<file path="config.mk">
export PLATFORM = sky130hd
export DESIGN_NAME = icmp_reply_validator_core
export DESIGN_NICKNAME = d
export VERILOG_FILES = /design/src/sv/icmprv_pkg.sv /design/src/sv/icmprv_parse.sv /design/src/sv/icmprv_check.sv /design/src/sv/icmp_reply_validator_core.sv
export SDC_FILE = /design/constraint.sdc
export NUM_CORES = 1
export LEC_CHECK = 0
export BUFFER_PORTS_ARGS = -buffer_cell sky130_fd_sc_hd__buf_2
export CAP_MARGIN = 5
export CELL_PAD_IN_SITES_DETAIL_PLACEMENT = 0
export CELL_PAD_IN_SITES_GLOBAL_PLACEMENT = 1
export CORE_ASPECT_RATIO = 0.7
export CORE_MARGIN = 1.5
export CORE_UTILIZATION = 50
export CTS_CLUSTER_DIAMETER = 120
export DETAILED_ROUTE_END_ITERATION = 8
export PLACE_DENSITY_LB_ADDON = 0.1
export REMOVE_ABC_BUFFERS = 1
export SLEW_MARGIN = 15
export SYNTH_ARGS = -nofsm -noshare
export SYNTH_HDL_FRONTEND = slang
export SYNTH_SLANG_ARGS = --single-unit
export TNS_END_PERCENT = 100
</file>
<file path="constraint.sdc">
create_clock -name clk -period 14.4 [get_ports clk]
set_clock_uncertainty 0.2 [all_clocks]
set_input_delay 4.32 -clock clk [delete_from_list [all_inputs] [get_ports clk]]
set_output_delay 4.32 -clock clk [all_outputs]
set_load 0.005 [all_outputs]
</file>
<file path="src/sv/icmprv_pkg.sv">
// ----------------------------------------------------------------------------
// ICMP reply validator package
// Shared constants, codes, the per-datagram state record and small helpers.
// ----------------------------------------------------------------------------
package icmprv_pkg;

  localparam int PAYLOAD_BYTES_DEF      = 32;
  localparam int MAX_DATAGRAM_BYTES_DEF = 2047;

  // Fixed ICMP header length in bytes.
  localparam int ICMP_HDR_BYTES = 8;

  localparam int CFG_INDEX_W = 2;
  localparam int CFG_DATA_W  = 32;

  localparam logic [7:0] TYPE_ECHO_REPLY    = 8'd0;
  localparam logic [7:0] TYPE_DEST_UNREACH  = 8'd3;
  localparam logic [7:0] TYPE_TIME_EXCEEDED = 8'd11;

  typedef enum logic [2:0] {
    STATUS_VALID,
    STATUS_BAD_TYPE,
    STATUS_BAD_ID,
    STATUS_BAD_CHECKSUM,
    STATUS_BAD_SEQUENCE,
    STATUS_TRUNCATED
  } status_t;

  typedef enum logic [CFG_INDEX_W-1:0] {
    REG_PROBE_ID,
    REG_TARGET_ADDR,
    REG_MAX_SEQ
  } cfg_reg_t;

  // Fields gathered while a datagram streams through.
  typedef struct packed {
    logic [3:0]  outer_words;
    logic [3:0]  inner_words;
    logic [7:0]  seen_type;
    logic [15:0] sum;
    logic [15:0] stored_checksum;
    logic [15:0] identifier;
    logic [15:0] sequence_num;
  } pkt_state_t;

  // Ones-complement 16-bit add with end-around carry.
  function automatic logic [15:0] ones_add(input logic [15:0] a, input logic [15:0] b);
    logic [16:0] s;
    s = {1'b0, a} + {1'b0, b};
    return s[15:0] + {15'd0, s[16]};
  endfunction

  // Error messages that quote the offending datagram.
  function automatic logic is_quoting(input logic [7:0] t);
    return (t == TYPE_DEST_UNREACH) || (t == TYPE_TIME_EXCEEDED);
  endfunction

endpackage

</file>
<file path="src/sv/icmprv_parse.sv">
// ----------------------------------------------------------------------------
// ICMP reply validator byte parser
// Holds the per-datagram state and folds in one byte per step.
// ----------------------------------------------------------------------------
module icmprv_parse #(
  parameter int PAYLOAD_BYTES      = icmprv_pkg::PAYLOAD_BYTES_DEF,
  parameter int MAX_DATAGRAM_BYTES = icmprv_pkg::MAX_DATAGRAM_BYTES_DEF,
  localparam int PW   = $clog2(MAX_DATAGRAM_BYTES + 1),
  localparam int SPAN = icmprv_pkg::ICMP_HDR_BYTES + PAYLOAD_BYTES,
  localparam int KW   = $clog2(MAX_DATAGRAM_BYTES + SPAN + 64 + 1)
) (
  input  logic                   clk,
  input  logic                   rst,
  input  logic                   step,
  input  logic [7:0]             data_byte,
  input  logic                   last_byte,
  output icmprv_pkg::pkt_state_t snap,
  output logic [PW-1:0]          count,
  output logic [PW-1:0]          position
);

  localparam logic [KW-1:0] SPAN_K     = KW'(SPAN);
  localparam logic [KW-1:0] SPAN_LAST  = KW'(SPAN - 1);
  localparam logic [PW-1:0] MAX_K      = PW'(MAX_DATAGRAM_BYTES);
  localparam logic [KW-1:0] INNER_ID_K = KW'(icmprv_pkg::ICMP_HDR_BYTES + 4);

  icmprv_pkg::pkt_state_t st, st_next;
  logic [7:0]             pending_high_byte, pending_high_byte_next;
  logic [PW-1:0]          position_next;

  always_comb begin
    logic [KW-1:0] off;
    logic [KW-1:0] pos_k;
    logic [KW-1:0] r;
    logic [KW-1:0] id_hi;
    logic [7:0]    v;
    st_next                = st;
    pending_high_byte_next = pending_high_byte;
    position_next          = position;
    off                    = '0;
    pos_k                  = KW'(position);
    r                      = '0;
    id_hi                  = KW'({st.inner_words, 2'b00}) + INNER_ID_K;
    v                      = data_byte;
    if (position < MAX_K) begin
      if (position == '0) begin
        st_next.outer_words = data_byte[3:0];
      end
      off = KW'({st_next.outer_words, 2'b00});
      if (pos_k >= off) begin
        r = pos_k - off;
        if (r == KW'(0)) st_next.seen_type = data_byte;
        if (r == KW'(2)) st_next.stored_checksum[15:8] = data_byte;
        if (r == KW'(3)) st_next.stored_checksum[7:0] = data_byte;
        if (r == KW'(6)) st_next.sequence_num[15:8] = data_byte;
        if (r == KW'(7)) st_next.sequence_num[7:0] = data_byte;
        if (r == KW'(8)) st_next.inner_words = data_byte[3:0];
        if (st_next.seen_type == icmprv_pkg::TYPE_ECHO_REPLY) begin
          if (r == KW'(4)) st_next.identifier[15:8] = data_byte;
          if (r == KW'(5)) st_next.identifier[7:0] = data_byte;
        end
        // The quoted identifier sits after the inner IP header.
        if (icmprv_pkg::is_quoting(st_next.seen_type)) begin
          if (r == id_hi) st_next.identifier[15:8] = data_byte;
          if (r == id_hi + KW'(1)) st_next.identifier[7:0] = data_byte;
        end
        if (r < SPAN_K) begin
          if (r == KW'(2) || r == KW'(3)) v = 8'h00;
          if (!r[0]) begin
            if (r == SPAN_LAST) begin
              st_next.sum = icmprv_pkg::ones_add(st.sum, {v, 8'h00});
            end else begin
              pending_high_byte_next = v;
            end
          end else begin
            st_next.sum = icmprv_pkg::ones_add(st.sum, {pending_high_byte, v});
          end
        end
      end
      position_next = position + PW'(1);
    end
  end

  always_ff @(posedge clk) begin
    if (rst) begin
      st                <= '0;
      pending_high_byte <= '0;
      position          <= '0;
    end else if (step) begin
      if (last_byte) begin
        st                <= '0;
        pending_high_byte <= '0;
        position          <= '0;
      end else begin
        st                <= st_next;
        pending_high_byte <= pending_high_byte_next;
        position          <= position_next;
      end
    end
  end

  assign snap  = st_next;
  assign count = position_next;

endmodule

</file>
<file path="src/sv/icmprv_check.sv">
// ----------------------------------------------------------------------------
// ICMP reply validator verdict logic
// Turns the final datagram state into a status, a type and a target flag.
// ----------------------------------------------------------------------------
module icmprv_check #(
  parameter int PAYLOAD_BYTES      = icmprv_pkg::PAYLOAD_BYTES_DEF,
  parameter int MAX_DATAGRAM_BYTES = icmprv_pkg::MAX_DATAGRAM_BYTES_DEF,
  localparam int PW   = $clog2(MAX_DATAGRAM_BYTES + 1),
  localparam int SPAN = icmprv_pkg::ICMP_HDR_BYTES + PAYLOAD_BYTES,
  localparam int KW   = $clog2(MAX_DATAGRAM_BYTES + SPAN + 64 + 1)
) (
  input  icmprv_pkg::pkt_state_t snap,
  input  logic [PW-1:0]          count,
  input  logic [15:0]            probe_identifier,
  input  logic [31:0]            target_address,
  input  logic [15:0]            max_sequence,
  input  logic [31:0]            sender_address,
  output icmprv_pkg::status_t    status,
  output logic                   dest_hit,
  output logic [7:0]             message_type
);

  localparam logic [KW-1:0] SPAN_K    = KW'(SPAN);
  localparam logic [KW-1:0] ECHO_ID_K = KW'(6);
  localparam logic [KW-1:0] QUOTE_ID_K = KW'(icmprv_pkg::ICMP_HDR_BYTES + 6);

  logic [KW-1:0] off, cnt, need, idend;

  always_comb begin
    off   = KW'({snap.outer_words, 2'b00});
    cnt   = KW'(count);
    need  = off + SPAN_K;
    if (snap.seen_type == icmprv_pkg::TYPE_ECHO_REPLY) begin
      idend = off + ECHO_ID_K;
    end else begin
      idend = off + KW'({snap.inner_words, 2'b00}) + QUOTE_ID_K;
    end
    if (idend > need) need = idend;

    message_type = snap.seen_type;
    if (cnt <= off) begin
      status       = icmprv_pkg::STATUS_TRUNCATED;
      message_type = icmprv_pkg::TYPE_ECHO_REPLY;
    end else if (snap.seen_type != icmprv_pkg::TYPE_ECHO_REPLY &&
                 !icmprv_pkg::is_quoting(snap.seen_type)) begin
      status = icmprv_pkg::STATUS_BAD_TYPE;
    end else if (cnt < need) begin
      status = icmprv_pkg::STATUS_TRUNCATED;
    end else if (snap.identifier != probe_identifier) begin
      status = icmprv_pkg::STATUS_BAD_ID;
    end else if (~snap.sum != snap.stored_checksum) begin
      status = icmprv_pkg::STATUS_BAD_CHECKSUM;
    end else if (snap.sequence_num > max_sequence) begin
      status = icmprv_pkg::STATUS_BAD_SEQUENCE;
    end else begin
      status = icmprv_pkg::STATUS_VALID;
    end
    dest_hit = (status == icmprv_pkg::STATUS_VALID) &&
               (message_type == icmprv_pkg::TYPE_ECHO_REPLY) &&
               (sender_address == target_address);
  end

endmodule

</file>
<file path="src/sv/icmp_reply_validator_core.sv">
// ----------------------------------------------------------------------------
// ICMP reply validator core
// Streams a received IPv4 datagram and reports one verdict per datagram.
// ----------------------------------------------------------------------------
// The block takes one datagram byte per cycle with no gaps of its own: every
// byte passes an input register, then the update logic that folds it into
// the datagram state (offsets, checksum, identifier, sequence). The byte
// marked by tlast also produces a verdict, which is registered in the result
// register and held there until it is taken. Input is stalled only while a
// finished verdict waits and another last byte arrives. Bytes beyond
// MAX_DATAGRAM_BYTES are ignored. The user must write registers through
// the cfg port while no datagram is in flight; the block does not enforce it.
module icmp_reply_validator_core #(
  parameter int PAYLOAD_BYTES      = icmprv_pkg::PAYLOAD_BYTES_DEF,
  parameter int MAX_DATAGRAM_BYTES = icmprv_pkg::MAX_DATAGRAM_BYTES_DEF
) (
  input  logic                               clk,
  input  logic                               rst,
  input  logic                               s_axis_tvalid,
  output logic                               s_axis_tready,
  input  logic [39:0]                        s_axis_tdata,  // data_byte, sender_address
  input  logic                               s_axis_tlast,
  output logic                               m_axis_tvalid,
  input  logic                               m_axis_tready,
  output logic [15:0]                        m_axis_tdata,  // status, dest_hit,
                                                            // message_type, zero pad
  input  logic                               cfg_we,
  input  logic [icmprv_pkg::CFG_INDEX_W-1:0] cfg_index,
  input  logic [icmprv_pkg::CFG_DATA_W-1:0]  cfg_data
);

  localparam int PW = $clog2(MAX_DATAGRAM_BYTES + 1);

  logic [15:0] probe_identifier;
  logic [31:0] target_address;
  logic [15:0] max_sequence;

  logic        s1_valid;
  logic [7:0]  s1_data;
  logic        s1_last;
  logic [31:0] s1_sender;
  logic        advance;

  icmprv_pkg::pkt_state_t snap;
  logic [PW-1:0]          count;
  logic [PW-1:0]          position;
  icmprv_pkg::status_t    status;
  logic                   dest_hit;
  logic [7:0]             message_type;

  logic                   out_valid;
  icmprv_pkg::status_t    out_status;
  logic                   out_reached;
  logic [7:0]             out_type;

  always_ff @(posedge clk) begin
    if (rst) begin
      probe_identifier <= '0;
      target_address   <= '0;
      max_sequence     <= '0;
    end else if (cfg_we) begin
      case (cfg_index)
        icmprv_pkg::REG_PROBE_ID:    probe_identifier <= cfg_data[15:0];
        icmprv_pkg::REG_TARGET_ADDR: target_address   <= cfg_data[31:0];
        icmprv_pkg::REG_MAX_SEQ:     max_sequence     <= cfg_data[15:0];
        default: ;
      endcase
    end
  end

  // A byte moves on unless it would produce a verdict while one still waits.
  assign advance       = s1_valid && (!s1_last || !out_valid || m_axis_tready);
  assign s_axis_tready = !s1_valid || advance;

  always_ff @(posedge clk) begin
    if (rst) begin
      s1_valid <= 1'b0;
    end else if (s_axis_tvalid && s_axis_tready) begin
      s1_valid <= 1'b1;
    end else if (advance) begin
      s1_valid <= 1'b0;
    end
  end

  always_ff @(posedge clk) begin
    if (s_axis_tvalid && s_axis_tready) begin
      s1_data   <= s_axis_tdata[7:0];
      s1_sender <= s_axis_tdata[39:8];
      s1_last   <= s_axis_tlast;
    end
  end

  icmprv_parse #(
    .PAYLOAD_BYTES      (PAYLOAD_BYTES),
    .MAX_DATAGRAM_BYTES (MAX_DATAGRAM_BYTES)
  ) u_parse (
    .clk       (clk),
    .rst       (rst),
    .step      (advance),
    .data_byte (s1_data),
    .last_byte (s1_last),
    .snap      (snap),
    .count     (count),
    .position  (position)
  );

  icmprv_check #(
    .PAYLOAD_BYTES      (PAYLOAD_BYTES),
    .MAX_DATAGRAM_BYTES (MAX_DATAGRAM_BYTES)
  ) u_check (
    .snap             (snap),
    .count            (count),
    .probe_identifier (probe_identifier),
    .target_address   (target_address),
    .max_sequence     (max_sequence),
    .sender_address   (s1_sender),
    .status           (status),
    .dest_hit         (dest_hit),
    .message_type     (message_type)
  );

  always_ff @(posedge clk) begin
    if (rst) begin
      out_valid <= 1'b0;
    end else if (advance && s1_last) begin
      out_valid <= 1'b1;
    end else if (m_axis_tready) begin
      out_valid <= 1'b0;
    end
  end

  always_ff @(posedge clk) begin
    if (advance && s1_last) begin
      out_status  <= status;
      out_reached <= dest_hit;
      out_type    <= message_type;
    end
  end

  assign m_axis_tvalid = out_valid;
  assign m_axis_tdata  = {4'b0000, out_type, out_reached, out_status};

  // A last byte that moves on always leaves a verdict behind.
  a_last_gives_result: assert property (@(posedge clk) disable iff (rst)
    (advance && s1_last) |=> out_valid)
    else $error("last byte processed without a verdict");

  // The datagram state restarts after every last byte.
  a_state_cleared: assert property (@(posedge clk) disable iff (rst)
    (advance && s1_last) |=> (position == '0))
    else $error("byte position not cleared after datagram end");

  // A target hit is only ever reported on a valid echo reply.
  a_reached_valid_echo: assert property (@(posedge clk) disable iff (rst)
    (out_valid && out_reached) |->
      (out_status == icmprv_pkg::STATUS_VALID &&
       out_type == icmprv_pkg::TYPE_ECHO_REPLY))
    else $error("target reached on a non-valid or non-echo verdict");

  // A waiting verdict is never overwritten by the next datagram.
  a_no_overwrite: assert property (@(posedge clk) disable iff (rst)
    (out_valid && !m_axis_tready) |-> !(advance && s1_last))
    else $error("verdict overwritten while waiting");

endmodule
</file>
### Word-level counts from Yosys, hierarchy flattened

Cells that the tools add are included.

* bits of input ports: 80
* word-level logic and storage cells: 141
* bits in registers: 218

* order comparisons: 7
* bitwise operators: 1
* add/sub/neg operators: 12
* equal/unequal tests: 21
* muxes and demuxes: 47
* reductions and logical operators: 33

Operators with widths (number)
* two-way mux 8 bit: 22
* two-way mux 80 bit: 2
* two-way mux 16 bit: 5
* two-way mux 76 bit: 1
* == test 12 x 3 -> 1 bit, second input constant: 4
* adder 16 x 16 -> 17 bit: 2
* adder 16 x 1 -> 16 bit: 2
* == test 32 bit: 1
* inequality test 16 bit: 2
* == test 12 bit: 2
* == test 12 x 2 -> 1 bit, second input constant: 2
* logical NOT 8 bit: 3
* two-way mux 12 bit: 2
* two-way mux 11 bit: 2
* two-way mux 3 bit: 6
* == test 8 x 2 -> 1 bit, second input constant: 2
* == test 8 x 4 -> 1 bit, second input constant: 2
* > comparator 16 bit: 1
* inverter 16 bit: 1
* adder 12 x 1 -> 12 bit, second input constant: 1
* adder 12 x 4 -> 12 bit, second input constant: 1
* == test 12 x 4 -> 1 bit, second input constant: 1
* == test 12 x 6 -> 1 bit, second input constant: 1
* > comparator 12 bit: 1
* 27 further kinds: 52

### Depth between registers and ports, before layout

* depth after elaboration: 29
* gate-level depth with buffers: 42
* depth with buffers taken out: 39

### Hierarchy

A second synthesis with hierarchy kept.

* cell total of the unflattened synthesis: 1639
* area total of the unflattened synthesis: 14465.1 µm²

Modules (own cells, without submodules)
* icmprv_parse: cells an instance 1056, area an instance 8047.7 µm², instances 1
* icmp_reply_validator_core: cells an instance 316, area an instance 4384.2 µm², instances 1
* icmprv_check: cells an instance 267, area an instance 2033.2 µm², instances 1

### Least setup slack after synthesis

Ideal clock, no wire load.

* kind: input -> output
* start point: input m_axis_tready
* end point: output s_axis_tready
* required time: 9.880 ns
* path buffers: 0
* cell stages on the path: 2
* arrival: 4.634 ns
* setup slack: 5.246 ns
* cell sequence: nor2b_1 > nand3_1

* word-level cells in the longest chain between the ends: 3

Ends and longest elaborated chain
* start, declared: RTL line icmp_reply_validator_core.sv:24 `input logic m_axis_tready,`
* logical OR 1 bit: RTL line icmp_reply_validator_core.sv:72 `assign advance = s1_valid && (!s1_last || !out_valid || m_axis_tready);`
* logical AND 1 bit: RTL line icmp_reply_validator_core.sv:72
* logical OR 1 bit: RTL line icmp_reply_validator_core.sv:73 `assign s_axis_tready = !s1_valid || advance;`
* end, declared: RTL line icmp_reply_validator_core.sv:20 `output logic s_axis_tready,`

No other way between the ends.

### Worst setup path in the final report

* start point: register u_parse.position[0]
* end point: register out_status[0], data pin

* word-level cells in the longest chain between the ends: 24
* elaborated cells on any way between the ends: 72
* those cells by class: add/sub (10); order compare (6); eq/ne (14); mux (31); bitwise (1); reduce/logical (10)

Ends and longest elaborated chain
* start, declared: RTL line icmprv_parse.sv:19 `output logic [PW-1:0] position`
* start signal, assigned: RTL line icmprv_parse.sv:97 `position <= position_next;`
* logical NOT 11 bit: RTL line icmprv_parse.sv:46 `if (position == '0) begin`
* two-way mux 4 bit: RTL line icmprv_parse.sv:46
* two-way mux 4 bit: RTL line icmprv_parse.sv:45 `if (position < MAX_K) begin`
* subtractor 11 x 6 -> 12 bit: RTL line icmprv_parse.sv:51 `r = pos_k - off;`
* == test 12 x 2 -> 1 bit (on tied branches): RTL line icmprv_parse.sv:53, icmprv_parse.sv:68, icmprv_parse.sv:54
* logical OR 1 bit: RTL line icmprv_parse.sv:68 `if (r == KW'(2) || r == KW'(3)) v = 8'h00;`
* two-way mux 8 bit: RTL line icmprv_parse.sv:68
* two-way mux 8 bit: RTL line icmprv_parse.sv:67 `if (r < SPAN_K) begin`
* [... 9 more ...]
* inverter 16 bit: RTL line icmprv_check.sv:51 `end else if (~snap.sum != snap.stored_checksum) begin`
* inequality test 16 bit: RTL line icmprv_check.sv:51
* two-way mux 3 bit: RTL line icmprv_check.sv:51
* two-way mux 3 bit: RTL line icmprv_check.sv:49 `end else if (snap.identifier != probe_identifier) begin`
* two-way mux 3 bit: RTL line icmprv_check.sv:47 `end else if (cnt < need) begin`
* two-way mux 3 bit: RTL line icmprv_check.sv:44 `end else if (snap.seen_type != icmprv_pkg::TYPE_ECHO_REPLY &&`
* two-way mux 3 bit *: RTL line icmprv_check.sv:41 `if (cnt <= off) begin`
* net status[0]: RTL line icmp_reply_validator_core.sv:47 `icmprv_pkg::status_t status;`
* end signal, assigned: RTL line icmp_reply_validator_core.sv:134 `out_status <= status;`
* end, declared: RTL line icmp_reply_validator_core.sv:52 `icmprv_pkg::status_t out_status;`

Mark *: on every way through the listed nets, which the timed path passes. The rest lies on a longest branch. The select of a mux whose other input is x is not followed.
A chain may end at the register's enable or synchronous reset.

==> summary.txt <==
Clock network
  • CTS Buffer Depth: 3
  • TritonCTS buffer count: 24
  • Clock slew at reported path FFs: 60 ps
  • Postcts setup bufs: 0
  • Htree depth: 1
  • Post-CTS Hold Buffers: 0
  • CTS root buf: clkbuf_16
  • TritonCTS clock tree: yes
  • Worst-skew pair later-pin latency: 540 ps
  • Post-cts repair resize count: 0
  • CTS sink count: 218

Synthesis
  • Netlist cell types: 99
  • FF+latch count, synth: 218
  • Asr flop ratio synth: 0%
  • Mean cell area of the mapped netlist: 8.07 um^2
  • Synth warn: 0
  • Mapped Cells: 1778
  • Top_reg_cell synth: dfxtp_1
  • Register area share after synthesis: 34.1%
  • Number of synthesized flops with an enable pin: 53
  • Synthesized cell area: 0.0143 mm^2

Floorplanning
  • Core area: 0.0280 mm^2
  • Die W: 205 um
  • I/O pin total: 98
  • Die area: 0.0297 mm^2
  • Initial Utilization: 51.2%
  • Core Rows: 51
  • Die height: 145 um

Critical path
  • Worst R2R Start: u_parse.position[0]
  • Startpoint Class: register
  • Crit-path max cell delay: 540 ps
  • R2r setup slk: 3640 ps
  • Critical path peak fanout: 25
  • Most repeated library cell on the critical path: ha_1
  • Setup crit start: u_parse.position[0]
  • Crit path kind: register to register
  • CP max stage cell: o31ai_1
  • Worst Reg2Reg Path Length in Cells: 38
  • Worst Setup End Kind: register
  • WP data arrival: 10830 ps
  • Critical Path RT: 14460 ps

Cells and area
  • Core Util, Final: 56.5%
  • Diode count: 0
  • Nets: 1957
  • Most frequent cells in the layout: nand2_1, nor2_1, a21oi_1
  • Fraction of layout cells with a size suffix above 1: 11.3%
  • Leading cell type in the layout, fill and taps excluded: nand2_1
  • Layout area overhead: 10.3%

Power and ir drop
  • P_leak: 6.03 nW
  • Worst IR drop on VDD: 0.0877 mV
  • Power Dens Cells: 91.0 mW/mm^2
  • Total power: 1.44 mW

STA
  • Max Clk Rate: 92.9 MHz
  • Slew Viols, Final: 0
  • Slew at the pin closest to its max-slew limit: 1050 ps
  • Final setup violation count: 0
  • Final worst-path cycle share: 74.8%
  • Slew HR: 30.2%
  • RSZ-0062 raised after global routing: false
  • Final Hold Viols: 0
  • Setup TNS: 0 ps
  • Crit path time final: 10760 ps

Route
  • DR DRC count: 0
  • Pre-antenna DRT Iters: 6
  • Drt wl/cell: 22.3 um
  • Initial DRC count: 1488
  • Via total after detailed routing: 13.6k
  • Post-Route WL: 49200 um
  • Vias per Instance: 6.19
  • Antenna Nets Post-Route: 0

Global routing
  • Vias in the first global route: 12.5k
  • Antenna violations before repair: 0
  • Global-route usage over all layers: 32.9%
  • Total gr overflow: 0
  • Largest net degree at the start of global routing: 87
  • First-pass GRT wire length: 73900 um

Worst hold path
  • Hold wc startpoint: max_sequence[15]
  • Hold Crit Class: register to register
  • WHS Path Cells: 2

Place
  • I/O Buffers: 93
  • Dpl hpwl: 36600 um
  • GPL Wtd Cong: 0.975

Run
  • Max-Cap Viols: 0

Status
  • Status: complete, no violations
## flip-flops by register name (all words and copies together) (netlist names)
| register | flops |
|---|---|
| s1_sender | 32 |
| out_reached | 1 |
| s1_data | 8 |
| probe_identifier | 16 |
| s1_last | 1 |
| max_sequence | 16 |
| out_type | 8 |
| u_parse.position | 11 |
| out_status | 3 |
| u_parse.st | 80 |
| s1_valid | 1 |
| target_address | 32 |
| m_axis_tvalid | 1 |
| u_parse.pending_high_byte | 8 |
## per-layer routing
| layer | GRT usage (%) | vias to the layer above | wire length (um) |
|---|---|---|---|
| met2 | 44.3 | 650 | 18900 |
| met3 | 10.6 | 69 | 5900 |
| met4 | 6.38 | 0 | 866 |
| met5 | 1.53 | - | 0 |
| li1 | - | 6492 | - |
| met1 | 50.2 | 6403 | 23500 |
## logic make-up after synthesis
logic type               synth area share [%]
flip-flops                               34.1
XOR/XNOR                                 7.65
multiplexers                             2.43
adder cells (fa/ha/maj)                  6.22
AND/OR/NAND/NOR                          22.9
AO/OA/AOI/OAI                            21.8
other                                  0.0261
buffers and inverters                    4.88
## cells in the mapped netlist, types with 16 or more instances
library cell / count / area (um^2)
a21o_1: 21 / 158
a21oi_1: 170 / 851
a22oi_1: 72 / 541
and2_1: 16 / 100
and3_1: 24 / 150
clkbuf_1: 88 / 330
dfxtp_1: 165 / 3300
edfxtp_1: 53 / 1590
ha_1: 64 / 801
inv_1: 57 / 214
mux2i_1: 18 / 180
nand2_1: 242 / 908
nand3_1: 42 / 210
nand4_1: 26 / 163
nor2_1: 178 / 668
nor3_1: 34 / 170
nor4_1: 29 / 181
o21ai_0: 60 / 300
xnor2_1: 49 / 429
xor2_1: 70 / 613
## through the flow
| stage | instances | cell area [um^2] | hold slack, ps | setup slack, ps |
|---|---|---|---|---|
| floorplan | 1668 | 13900 | 226 | 5250 |
| global placement | 2156 | 15000 | 246 | 4310 |
| detailed placement | 2156 | 15000 | 247 | 4000 |
| CTS | 2200 | 15800 | 256 | 3970 |
| global route | 2200 | 15800 | 273 | 2920 |
| finish | 2200 | 15800 | 257 | 3640 |
## worst max-delay path: cells and delay by family, from the launching register on
| kind | cells | cell delay, ps |
|---|---|---|
| AO/OA/AOI/OAI | 13 | 3010 |
| XOR/XNOR | 2 | 400 |
| adder cells (fa/ha/maj) | 6 | 1800 |
| buffers and inverters | 2 | 640 |
| flip-flops | 1 | 290 |
| multiplexers | 2 | 790 |
| AND/OR/NAND/NOR | 13 | 3380 |
## final cells by class
cell class	instances	area, um^2
Fill cell	2632	12200
Multi-Input combinational cell	1391	8790
Sequential cell	218	4890
Clock buffer	37	711
Timing Repair Buffer	117	648
Tap cell	371	464
Inverter	59	221
Clock inverter	7	92.6
## report_power, final
part,internal [mW],switching (mW),leakage [nW]
registers,0.641,0.0125,1.86
logic,0.0513,0.104,3.78
clock network,0.376,0.255,0.395
total,1.07,0.372,6.03
## final timing paths
path / endpoint
max: out_status[0]
min: max_sequence[15]
max reg2reg: out_status[0]
min reg2reg: max_sequence[15]
Power figures use the tool's default switching activity.
